$ cat src/design/dsp_pkg.sv
// Package: pool types, constants and the top-level sequencer states.
`timescale 1ns / 1ps
`default_nettype none
package dsp_pkg;

  localparam int POOL_SIZE = 64;
  localparam int SLOT_W = 6;

  localparam logic CFG_INITIAL_STRENGTH = 1'b0;
  localparam logic CFG_DECAY_RATE = 1'b1;

  localparam logic MODE_CREATE = 1'b0;
  localparam logic MODE_TICK = 1'b1;

  localparam logic [1:0] KIND_RESERVED = 2'd3;
  localparam logic [1:0] KIND_NONE = 2'd0;

  typedef struct packed {
    logic        mode;
    logic [15:0] dt;
    logic [1:0]  activity;
    logic [15:0] pos_x;
    logic [15:0] pos_y;
  } in_t;

  typedef struct packed {
    logic [SLOT_W-1:0] slot;
    logic [7:0]        alpha;
    logic [1:0]        kind;
    logic [15:0]       x_out;
    logic [15:0]       y_out;
    logic              freed;
    logic              pool_full;
    logic              entry_valid;
    logic              last;
  } out_t;

  typedef struct packed {
    logic        active;
    logic [15:0] strength;
    logic [1:0]  kind;
    logic [15:0] x;
    logic [15:0] y;
  } cell_rec_t;

  typedef struct packed {
    logic shift;
    logic load;
  } cell_ctl_t;

  typedef enum logic [2:0] {
    S_IDLE,
    S_CRD,
    S_CLOAD,
    S_TEVAL,
    S_DIV,
    S_OUT
  } state_t;

endpackage
`default_nettype wire

$ cat src/design/dsp_cell.sv
// One pool slot record; rotates to its neighbor or loads a new entry.
`timescale 1ns / 1ps
`default_nettype none
module dsp_cell
  import dsp_pkg::*;
(
  input  wire logic      clk,
  input  wire logic      rst,
  input  wire cell_ctl_t ctl,
  input  wire cell_rec_t nbr,
  input  wire cell_rec_t ld,
  output cell_rec_t      rec
);

  always_ff @(posedge clk) begin
    if (rst) begin
      rec.active <= 1'b0;
    end else if (ctl.shift) begin
      rec <= nbr;
    end else if (ctl.load) begin
      rec <= ld;
    end
  end

endmodule
`default_nettype wire

$ cat config.mk
export PLATFORM = sky130hd
export DESIGN_NAME = dsp_cell
export DESIGN_NICKNAME = d
export VERILOG_FILES = /design/src/design/dsp_pkg.sv /design/src/design/dsp_cell.sv
export SDC_FILE = /design/constraint.sdc
export NUM_CORES = 1
export LEC_CHECK = 0
export BUFFER_PORTS_ARGS = -buffer_cell sky130_fd_sc_hd__buf_2
export CAP_MARGIN = 25
export CORE_ASPECT_RATIO = 1.25
export CORE_MARGIN = 4
export CORE_UTILIZATION = 39
export DETAILED_ROUTE_END_ITERATION = 8
export PLACE_DENSITY = 0.75
export SYNTH_ARGS = -nofsm -noshare
export SYNTH_HDL_FRONTEND = slang
export SYNTH_SLANG_ARGS = --single-unit
$ cat constraint.sdc
create_clock -name clk -period 3.7 [get_ports clk]
set_input_delay 0.37 -clock clk [delete_from_list [all_inputs] [get_ports clk]]
set_output_delay 0.37 -clock clk [all_outputs]
set_load 0.03 [all_outputs]
==> metrics <==
die width=between 70 and 80 um; DIE HEIGHT=96 um; final wirelength=5.39 mm; CTS Buf Count=5; via count=1552; Mapped Area=~2400 sq um; post-synthesis simple-gate area fraction=0.570%; post-CTS setup buffers=0; status=completed; top post-synthesis cells by count=edfxtp_1, mux2_4, buf_12, mux2_2, nor2_1; Total Nets Final=approximately 380; register area share after synthesis=a little over three fifths; DR WL/cell=15.2 um; clock sink count=51; largest area contributor in the netlist=edfxtp_1; skew final=0 ns; Max-cap violations=0; Starting Density=41.0%; WP data required=3.75 ns; RSZ-0062 raised after global routing=false; crit path launch type=input port; Synth Instances=around 110; full die area=7530 sq um; asr flop ratio synth=0%; fraction of layout cells with a size suffix above 1=79.5%; CP Class=input port to flop; DRC=0; Total Power=1.41 mW; number of DRC markers in iteration 0=34; count of final setup violators=0; Hold/Removal Path Class=input port to flop; Top reg by flops=rec; final setup TNS=0 ns; post-synthesis compound-gate area fraction=0.518%; Post-DRT Antenna Nets=0; slowest CP cell=buf_4; Ys Warns=0; synthesized flop and latch total=51; Final Util=between 50% and 60%; Synth Area in Adders=0%; CP max FO=52; worst IR drop on VDD=0.243 mV; root buf cell=clkbuf_8; Area contributors post-synth=edfxtp_1, mux2_4, buf_12, mux2_2, dfxtp_1; initial antenna violation count=0; most frequent cell after synthesis=edfxtp_1; core area=5900 sq um; hpwl dp=4.34 mm; Fillers=slightly above 500; Buffers on Ports=156; area of the multi-input gates=around 800 sq um; CP Capture Type=flop; first-pass GRT wire length=between 7 and 8 mm; post-DR vias/cell=approximately 4.4; Largest register FFs=51; FMAX=approximately 650 MHz; TritonCTS clock tree=yes; Cell Pwr Density=approximately 420 nW/um^2; GPL Wtd Cong=0.720; main combinational cell family by area after synthesis=multiplexers; cells along the critical path=buf_2, buf_4, mux2_2; Least-Margin Pin Slew=0.907 ns; total gr overflow=0; CTS max path bufs=2; post-route clock period utilization=41.5%; xor-xnor portion of the synthesized cell area=0%; H-tree depth=2; vias in the first global route=1560; number of I/O pins=~160; ant diodes=0; GR Util All Layers=between 10 and 15%; Largest regs=rec: 51 flops; normalized max-slew margin=39.6%; largest delay contributor family on the critical path=buffers and inverters; EDFF count, synth=50; max incr delay on CP=0.71 ns; Rows=31; DRT Pass-1 Iters=4; Clock transition at path regs=0.09 ns; largest net degree at the start of global routing=53; synthesized net count=219; main flop type after synthesis=edfxtp_1; Final Hold Fails=0; syn avg cell area=21.4 sq um; CP bufs+invs=2; leakage=1.59 nW; hold_buf cts=0; Post-CTS Resized=0; Cell variety after synth=11; Clk Latency, worst-skew pair=between 0.2 and 0.3 ns; mux share of post-synthesis cell area=~31%; synth-to-layout area growth=37.4%; Yosys top cell area share=62.1%; Slew Limit Fails=0; Final min period=1.54 ns; register area=1520 sq um; Data arrival, critical path=1.58 ns
[path summary, 6_finish.rpt]
| check | cells past startpoint | to | start | slack (ns) |
|---|---|---|---|---|
| hold / removal | 2 | rec[50]$_SDFFE_PP0P_ | rst | 0.29 |
| hold reg to reg | 2 | rec[50]$_SDFFE_PP0P_ | rec[50]$_SDFFE_PP0P_ | 0.62 |
| setup / recovery | 3 | rec[49]$_DFFE_PP_ | ctl[1] | 2.16 |
| setup reg to reg | 2 | rec[50]$_SDFFE_PP0P_ | rec[50]$_SDFFE_PP0P_ | 3.00 |
[final cells by class]
| cell class | instances | area share [%] |
|---|---|---|
| Tap cell | 82 | 3.09 |
| Timing Repair Buffer | 159 | 24.2 |
| Clock inverter | 1 | 0.904 |
| Sequential cell | 51 | 45.8 |
| Inverter | 1 | 0.113 |
| Multi-Input combinational cell | 55 | 23.7 |
| Clock buffer | 6 | 2.19 |
[placed cells by master, fill, tap and decap left out]
| cell | n |
|---|---|
| clkbuf_1 | 1 |
| nor2b_1 | 1 |
| clkbuf_8 | 5 |
| mux2_2 | 2 |
| buf_2 | 156 |
| nor2_1 | 1 |
| mux2_4 | 48 |
| bufinv_16 | 1 |
| mux2i_1 | 1 |
| dfxtp_1 | 1 |
| nor2_4 | 1 |
| buf_4 | 3 |
| inv_1 | 1 |
| edfxtp_1 | 50 |
| a211oi_2 | 1 |
[layer usage]
layer / part of all wire, % / vias up / track usage (%)
li1: - / 754 / -
met4: 1.2 / 0 / 3.94
met5: 0 / - / 0
met3: 7.0 / 5 / 3.37
met1: 36 / 722 / 15.1
met2: 56 / 71 / 25.4
[report_power, final]
group / total (mW) / switching, mW / leakage, nW / internal (mW)
combinational: 0.329 / 0.187 / 1.05 / 0.142
clock: 0.366 / 0.168 / 0.0513 / 0.198
sequential: 0.713 / 0.0136 / 0.488 / 0.699
[worst register-to-register path, cell delays in order (launching register included)]
cell	delay (ns)
dfxtp_1	0.34
mux2i_1	0.09
a211oi_2	0.20
[per-stage QoR]
| stage | worst slack, ns | cell area [sq um] | hold WS [ns] | instances |
|---|---|---|---|---|
| final | 2.16 | 3320 | 0.295 | 355 |
| after global routing | 2.10 | 3320 | 0.281 | 355 |
| after CTS | 2.16 | 3320 | 0.286 | 355 |
| after detailed placement | 1.84 | 3220 | 0.598 | 348 |
| after global placement | 1.89 | 3220 | 0.593 | 348 |
| after floorplan | 0.411 | 2420 | 0.435 | 113 |
[logic make-up after synthesis]
group	count (synthesis)
AO/OA/AOI/OAI	1
buffers and inverters	7
flip-flops	51
multiplexers	51
AND/OR/NAND/NOR	3
No activity file was read; power rests on OpenSTA's default activity.
