--- config.mk ---
export PLATFORM = sky130hd
export DESIGN_NAME = dsp_div
export DESIGN_NICKNAME = d
export VERILOG_FILES = /design/src/design/dsp_pkg.sv /design/src/design/dsp_div.sv
export SDC_FILE = /design/constraint.sdc
export NUM_CORES = 1
export LEC_CHECK = 0
export BUFFER_PORTS_ARGS = -buffer_cell sky130_fd_sc_hd__buf_2
export CORE_ASPECT_RATIO = 1.75
export CORE_UTILIZATION = 45
export CTS_CLUSTER_DIAMETER = 80
export DETAILED_ROUTE_END_ITERATION = 10
export PLACE_DENSITY_LB_ADDON = 0.2
export SLEW_MARGIN = 20
export SYNTH_ARGS = -nofsm -noshare
export SYNTH_HDL_FRONTEND = slang
export SYNTH_SLANG_ARGS = --single-unit
--- constraint.sdc ---
create_clock -name clk -period 5.7 [get_ports clk]
set_clock_uncertainty 0.05 [all_clocks]
set_input_delay 0.855 -clock clk [delete_from_list [all_inputs] [get_ports clk]]
set_output_delay 0.855 -clock clk [all_outputs]
set_load 0.02 [all_outputs]
--- src/design/dsp_pkg.sv ---
// Package: pool types, constants and the top-level sequencer states.
`timescale 1ns / 1ps
`default_nettype none
package dsp_pkg;

  localparam int POOL_SIZE = 64;
  localparam int SLOT_W = 6;

  localparam logic CFG_INITIAL_STRENGTH = 1'b0;
  localparam logic CFG_DECAY_RATE = 1'b1;

  localparam logic MODE_CREATE = 1'b0;
  localparam logic MODE_TICK = 1'b1;

  localparam logic [1:0] KIND_RESERVED = 2'd3;
  localparam logic [1:0] KIND_NONE = 2'd0;

  typedef struct packed {
    logic        mode;
    logic [15:0] dt;
    logic [1:0]  activity;
    logic [15:0] pos_x;
    logic [15:0] pos_y;
  } in_t;

  typedef struct packed {
    logic [SLOT_W-1:0] slot;
    logic [7:0]        alpha;
    logic [1:0]        kind;
    logic [15:0]       x_out;
    logic [15:0]       y_out;
    logic              freed;
    logic              pool_full;
    logic              entry_valid;
    logic              last;
  } out_t;

  typedef struct packed {
    logic        active;
    logic [15:0] strength;
    logic [1:0]  kind;
    logic [15:0] x;
    logic [15:0] y;
  } cell_rec_t;

  typedef struct packed {
    logic shift;
    logic load;
  } cell_ctl_t;

  typedef enum logic [2:0] {
    S_IDLE,
    S_CRD,
    S_CLOAD,
    S_TEVAL,
    S_DIV,
    S_OUT
  } state_t;

endpackage
`default_nettype wire

--- src/design/dsp_div.sv ---
// Alpha unit: floor(strength*255/initial), saturated, one quotient bit per cycle.
`timescale 1ns / 1ps
`default_nettype none
module dsp_div
  import dsp_pkg::*;
(
  input  wire logic        clk,
  input  wire logic        rst,
  input  wire logic        start,
  input  wire logic [15:0] strength,
  input  wire logic [15:0] divisor,
  output logic             done,
  output logic [7:0]       alpha
);

  logic [23:0] num;
  logic [16:0] rem;
  logic [16:0] trial;
  logic [7:0]  nbits;
  logic [3:0]  cnt;
  logic        busy;

  assign num = {strength, 8'd0} - {8'd0, strength};
  assign trial = {rem[15:0], nbits[7]};

  always_ff @(posedge clk) begin
    if (rst) begin
      busy <= 1'b0;
      done <= 1'b0;
    end else if (start) begin
      if (divisor == 16'd0) begin
        alpha <= 8'd0;
        done <= 1'b1;
        busy <= 1'b0;
      end else if (num >= {divisor, 8'd0}) begin
        alpha <= 8'hFF;
        done <= 1'b1;
        busy <= 1'b0;
      end else begin
        rem <= {1'b0, num[23:8]};
        nbits <= num[7:0];
        cnt <= 4'd8;
        busy <= 1'b1;
        done <= 1'b0;
      end
    end else if (busy) begin
      nbits <= {nbits[6:0], 1'b0};
      if (trial >= {1'b0, divisor}) begin
        rem <= trial - {1'b0, divisor};
        alpha <= {alpha[6:0], 1'b1};
      end else begin
        rem <= trial;
        alpha <= {alpha[6:0], 1'b0};
      end
      cnt <= cnt - 4'd1;
      busy <= (cnt != 4'd1);
      done <= (cnt == 4'd1);
    end else begin
      done <= 1'b0;
    end
  end

endmodule
`default_nettype wire

==> results.md, run 1 <==
- Via count: between 3,000 and 4,000
- Antenna diode count: 0
- Number of flops mapped to enable cells by yosys: 36
- Ys Warns: 0
- Critical Path RT: 5.63 ns
- Outcome: completed
- Dominant cells by area after synthesis: edfxtp_1, ha_1, xnor2_1
- CTS tree: yes
- Main synth FF type: edfxtp_1
- HPWL after detailed placement: 8820 um
- Die ar.: 0.00957 sq mm
- Buffers on Ports: 43
- Final wirelength: about 11,000 um
- Vias in the first global route: 3,783
- Share of the synthesized area in the top cell type: 26.2%
- Drt wl/cell: 18.1 um
- Flop pwr share: 34.0%
- Int Pwr: 0.660 mW
- Post-synthesis cell count: ~460
- Hold WC Path Type: flop to flop
- Vias per cell: 6.08
- CP endpoint kind: flop
- Leakage power: roughly 1.8 nW
- Synthesized cell area: 0.00412 sq mm
- Row count: 45
- Area leader, netlist: edfxtp_1
- Drt initial violations: about 110
- Commonest non-fill, non-tap cells in the layout: ha_1, buf_2, edfxtp_1, nand2_1, inv_1
- Sink Count: 38
- CTS Root Cell: clkbuf_16
- Worst-path fanout max: 16
- Async set-reset flop share out of synthesis: 0%
- Yosys reg bits: 38
- First-pass DRT Iterations: 4
- Global-route wire length before repair: 17,900 um
- Post-route DRC: 0
- IO Count: 44
- Count of cell types in the netlist: 73
- CP arrival: 4.78 ns
- GRT Overall Usage: 24.8%
- Count of final setup violators: 0
- Psw: 0.352 mW
- Reg clk slew, reported paths: approximately 0.060 ns
- Share of cells above drive strength 1: roughly 17%
- Initial Util: 47.0%
- Clock Latency Late Sink: 0.29 ns
- VDD IR max: roughly 230 uV
- Setup bufs post-CTS: 0
- Syn Area/Cell: about 9.0 sq um
- Final max-slew violation count: 0
- Core Region: 0.00878 sq mm
- Post-route insts no fill: just over 600
- Maximum clock path buffer count: 2
- Inserted Clock Buffers: 5
- Slew @ Worst Pin: 0.882 ns
- Die Ht: 129 um
- H-tree levels: 2
- Core Util, Final: 51.6%
- Layout area overhead: 9.89%
- Post-layout nets: 570
- CP Class: input port to flop
- Max Clock Freq: 0.206 GHz
- Max capacitance violation total: 0
- Largest net degree at the start of global routing: 48
- Initial antenna violation count: 0
- Gate power share: 38.9%
- Overflow after GRT: 0
- GPL Wtd Cong: roughly 0.87
- Final hold vios: 0
- Sequential-to-total area share from yosys stat: 27.2%
- Cts hold-fix bufs: 0
- Cells after DPL: 601
- # resized after CTS: 0
- Clock network power share: 27.1%
- Cell Pwr Density: between 200 and 250 mW/mm^2
- Switching share of power: about a third
- Synth Net Count: 537
- Slew HR: 41.2%
- Final Critical Period: 4.85 ns
- Type of origin of the critical path: input port
- RSZ-0062 raised after global routing: no
- Die Span X: 74.4 um
- Tot Pwr: 1.01 mW
- Final ANT Viol Nets: 0
- Fin Setup TNS: 0 ns
- Tcrit/Tclk final: roughly 85%
==> Yosys cell counts, drive strengths merged, types with 13 or more instances <==
master and n:
a21oi 24, edfxtp 36, ha 43, inv 32
nand2 34, nand3 16, nor2 24, nor3 19
o21a 13, o21ai 19, xnor2 24
==> through the flow <==
stage | hold slack, ns | setup WS (ns) | cell area [sq um]
finish | 0.489 | 0.850 | 4530
global route | 0.507 | 0.569 | 4530
CTS | 0.488 | 0.846 | 4530
detailed placement | 0.472 | 0.544 | 4390
global placement | 0.472 | 0.554 | 4390
floorplan | 0.448 | 0.706 | 4120
==> power by group through the flow <==
stage	sequential, mW	clock (mW)	combinational (mW)
floorplan	0.351	0	0.294
global placement	0.349	0	0.384
detailed placement	0.350	0	0.389
CTS	0.344	0.277	0.392
global route	0.346	0.287	0.437
finish	0.344	0.274	0.394
==> state kept, by name, summed over array words and instances (netlist names) <==
| register | count |
|---|---|
| cnt | 4 |
| busy | 1 |
| done | 1 |
| alpha | 8 |
| rem | 16 |
| nbits | 8 |
==> kinds of logic (layout without fill, tap and decap cells) <==
family                     Yosys count  after routing  share of synthesized area (%)
AOI/OAI and AO/OA                  115            115                           20.2
and+or+nand+nor                    157            157                           21.4
DFF                                 38             38                           27.2
muxes                               18             18                           4.70
xor gates and xnor gates            32             32                           6.80
adders and majority gates           44             44                           13.5
buffers and inverters               54             88                           6.22
==> final timing paths <==
kind | start | endpoint | slack [ns] | cells after the start
max reg2reg | rem[9] | rem[5] | 2.24 | 7
max | strength[8] | rem[0] | 0.85 | 16
min | nbits[5] | nbits[6] | 0.49 | 2
min reg2reg | nbits[5] | nbits[6] | 0.49 | 2
==> metal layers <==
layer | GRT usage [%] | wire (um) | up-vias
li1 | - | - | 1809
met1 | 26.5 | 4290 | 1757
met2 | 43.9 | 5660 | 100
met3 | 2.74 | 328 | 39
met4 | 17.1 | 755 | 0
met5 | 0 | 0 | -
==> worst max-delay path, stage by stage <==
cell and delay [ns]:
buf_2 0.11, inv_1 0.10, ha_1 0.34, nor3b_1 0.39, nand4_1 0.20, a31oi_1 0.34, a211oi_1 0.14, xnor2_1 0.30
ha_1 0.31, nand4_1 0.11, nor3_1 0.12, nand3_1 0.12, a221o_1 0.17, nand3_1 0.13, a21oi_2 0.66, buf_4 0.37
==> layout make-up <==
type                    instances  area (sq um)
well taps                     117           146
clock buffers                   5           125
repair buffers                 48           253
fillers                       865          4250
inverters                      32           120
multi-input cells             366          2750
clock inverters                 3          16.3
flip-flops and latches         38          1120
(Power assumes the default switching activity.)
==> run 2: changes to the inputs <==
--- a/config.mk
+++ b/config.mk
@@ -10,7 +10,7 @@
 export CORE_UTILIZATION = 45
 export CTS_CLUSTER_DIAMETER = 80
 export DETAILED_ROUTE_END_ITERATION = 10
-export PLACE_DENSITY_LB_ADDON = 0.2
+export PLACE_DENSITY = 0.6
 export SLEW_MARGIN = 20
 export SYNTH_ARGS = -nofsm -noshare
 export SYNTH_HDL_FRONTEND = slang
==> results.md, run 2 (synthesis gave the netlist of run 1 again) <==
- Reg clk slew, reported paths: 0.06 ns (about the same)
- Slowest stage delay, CP: 0.71 ns (+0.05 ns)
- GPL Wtd Cong: 0.876 (+1.1%)
- Final Critical Period: 4.87 ns (+0.0244 ns)
- Vias per cell: 5.91 (-2.8%)
- Critical Path RT: 5.63 ns (about the same)
- Slew HR: 43.5% (+2.2 points)
- RSZ-0062 raised after global routing: no
- Post-layout nets: 570 (unchanged)
- Row count: 45 (unchanged)
- Inserted Clock Buffers: 5 (unchanged)
- Layout area overhead: 11.2%
- Final ANT Viol Nets: 0 (unchanged)
- Cell Pwr Density: 241 mW/mm^2 (+8.2%)
- Outcome: completed
- M1 GR Usage: 28.5% (+2.0 points)
- Post-route insts no fill: 609 (unchanged)
- Max FFs per register: 16 (unchanged)
- Biggest regs: rem (16), alpha (8), nbits (8)
- Leakage power: 1.87 nW (+1.5%)
- CP Cell Sequence: buf_2 -> inv_1 -> ha_1 -> nor3b_1 -> nand4_1 -> a31oi_1 -> a211oi_1 -> xnor2_1 -> ha_1 -> nand4_1 -> nor3_1 -> nand3_1 -> a221o_1 -> nand3_1 -> a21oi_2 -> buf_4
- H-tree levels: 2 (unchanged)
- Cells after DPL: 601 (unchanged)
- Die Ht: 129 um (unchanged)
- Fin Setup TNS: 0 ns (unchanged)
- Final max-slew violation count: 0 (unchanged)
- Core Region: 0.00878 sq mm (unchanged)
- Type of origin of the critical path: input port
- Antenna diode count: 0 (unchanged)
- HPWL after detailed placement: 8660 um (-1.8%)
- IO Count: 44 (unchanged)
- Initial Util: 47.0% (unchanged)
- Worst-path fanout max: 15 (-1)
- Overflow after GRT: 0 (unchanged)
- Sink Count: 38 (unchanged)
- Largest net degree at the start of global routing: 48 (unchanged)
- Maximum clock path buffer count: 2 (unchanged)
- GRT Overall Usage: 24.3% (-0.53 points)
- CP Class: input port to flop
- Die ar.: 0.00957 sq mm (unchanged)
- M2 GR Usage: 43.6% (-0.37 points)
- Global-route wire length before repair: 17,500 um (-2.0%)
- VDD IR max: 183 uV (-19%)
- Initial antenna violation count: 0 (unchanged)
- GRT busiest layer: met2
- Buffers on Ports: 43 (unchanged)
- Count of final setup violators: 0 (unchanged)
- Met3 usage: 2.35% (-0.39 points)
- Commonest non-fill, non-tap cells in the layout: ha_1, buf_2, edfxtp_1, nand2_1, inv_1
- Largest Register: rem
- CP arrival: 4.80 ns (+0.02 ns)
- Share of cells above drive strength 1: 17.1% (+0.20 points)
- CTS Root Cell: clkbuf_16
- Final wirelength: 10,900 um (-1.5%)
- Die Span X: 74.4 um (unchanged)
- Via count: 3,601 (-2.8%)
- Vias in the first global route: 3,466 (-8.4%)
- Final hold vios: 0 (unchanged)
- Max capacitance violation total: 0 (unchanged)
- First-pass DRT Iterations: 6 (+2)
- Drt initial violations: 141 (+25%)
- Cts hold-fix bufs: 0 (unchanged)
- Post-route DRC: 0 (unchanged)
- Slew @ Worst Pin: 0.848 ns (-0.0337 ns)
- Tcrit/Tclk final: 85.5% (+0.43 points)
- Setup bufs post-CTS: 0 (unchanged)
- Hold WC Path Type: flop to flop
- Max Clock Freq: 0.205 GHz (-0.50%)
- CP endpoint kind: flop
- Slowest stage cell, crit path: a21oi_2
- # resized after CTS: 0 (unchanged)
- Critical path buffers and inverters: 3 (unchanged)
- Clock Latency Late Sink: 0.29 ns (about the same)
- Drt wl/cell: 17.9 um (-1.5%)
- Critical path's top delay family: compound AO/OA/AOI/OAI gates
- CTS tree: yes
[run 2: final timing paths]
path | startpoint | endpoint | slack, ns | cells past startpoint
worst max-delay path | strength[8] | rem[1] | 0.83 | 16
worst min register to register | nbits[5] | nbits[6] | 0.50 | 2
worst max register to register | rem[9] | rem[12] | 2.32 | 7
worst min-delay path | nbits[5] | nbits[6] | 0.50 | 2
[run 2: tightest hold or removal path, cell delays in order, from the launching register on]
cell	delay, ns
edfxtp_1	0.32
nand2_1	0.05
o31ai_1	0.06
[run 2: cell type report]
cell class / instances / area (sq um)
clock buffers: 5 / 125
fillers: 871 / 4200
flip-flops and latches: 38 / 1120
clock inverters: 3 / 68.8
multi-input cells: 366 / 2750
repair buffers: 48 / 253
well taps: 117 / 146
inverters: 32 / 120
[run 2: per-stage QoR]
step	setup WS (ns)	hold WS, ns	power [mW]	instance area, sq um	utilization (%)
final	0.826	0.496	1.11	4580	52.2
after global routing	0.526	0.523	1.17	4580	52.2
after CTS	0.837	0.500	1.11	4580	52.2
after detailed placement	0.529	0.485	0.737	4390	50.0
after global placement	0.549	0.470	0.736	4390	50.0
after floorplan	0.706	0.448	0.646	4120	-
[run 2: per-layer routing]
layer / part of all wire (%) / vias up
li1: - / 1798
met1: 42 / 1719
met2: 53 / 62
met3: 1.8 / 22
met4: 3.5 / 0
met5: 0 / -
[run 2: report_power, final]
group / internal (mW) / total [mW] / switching (mW) / leakage (nW)
logic: 0.164 / 0.392 / 0.228 / 1.43
clock network: 0.252 / 0.371 / 0.120 / 0.0940
registers: 0.335 / 0.344 / 0.00850 / 0.345
total: 0.751 / 1.11 / 0.356 / 1.87
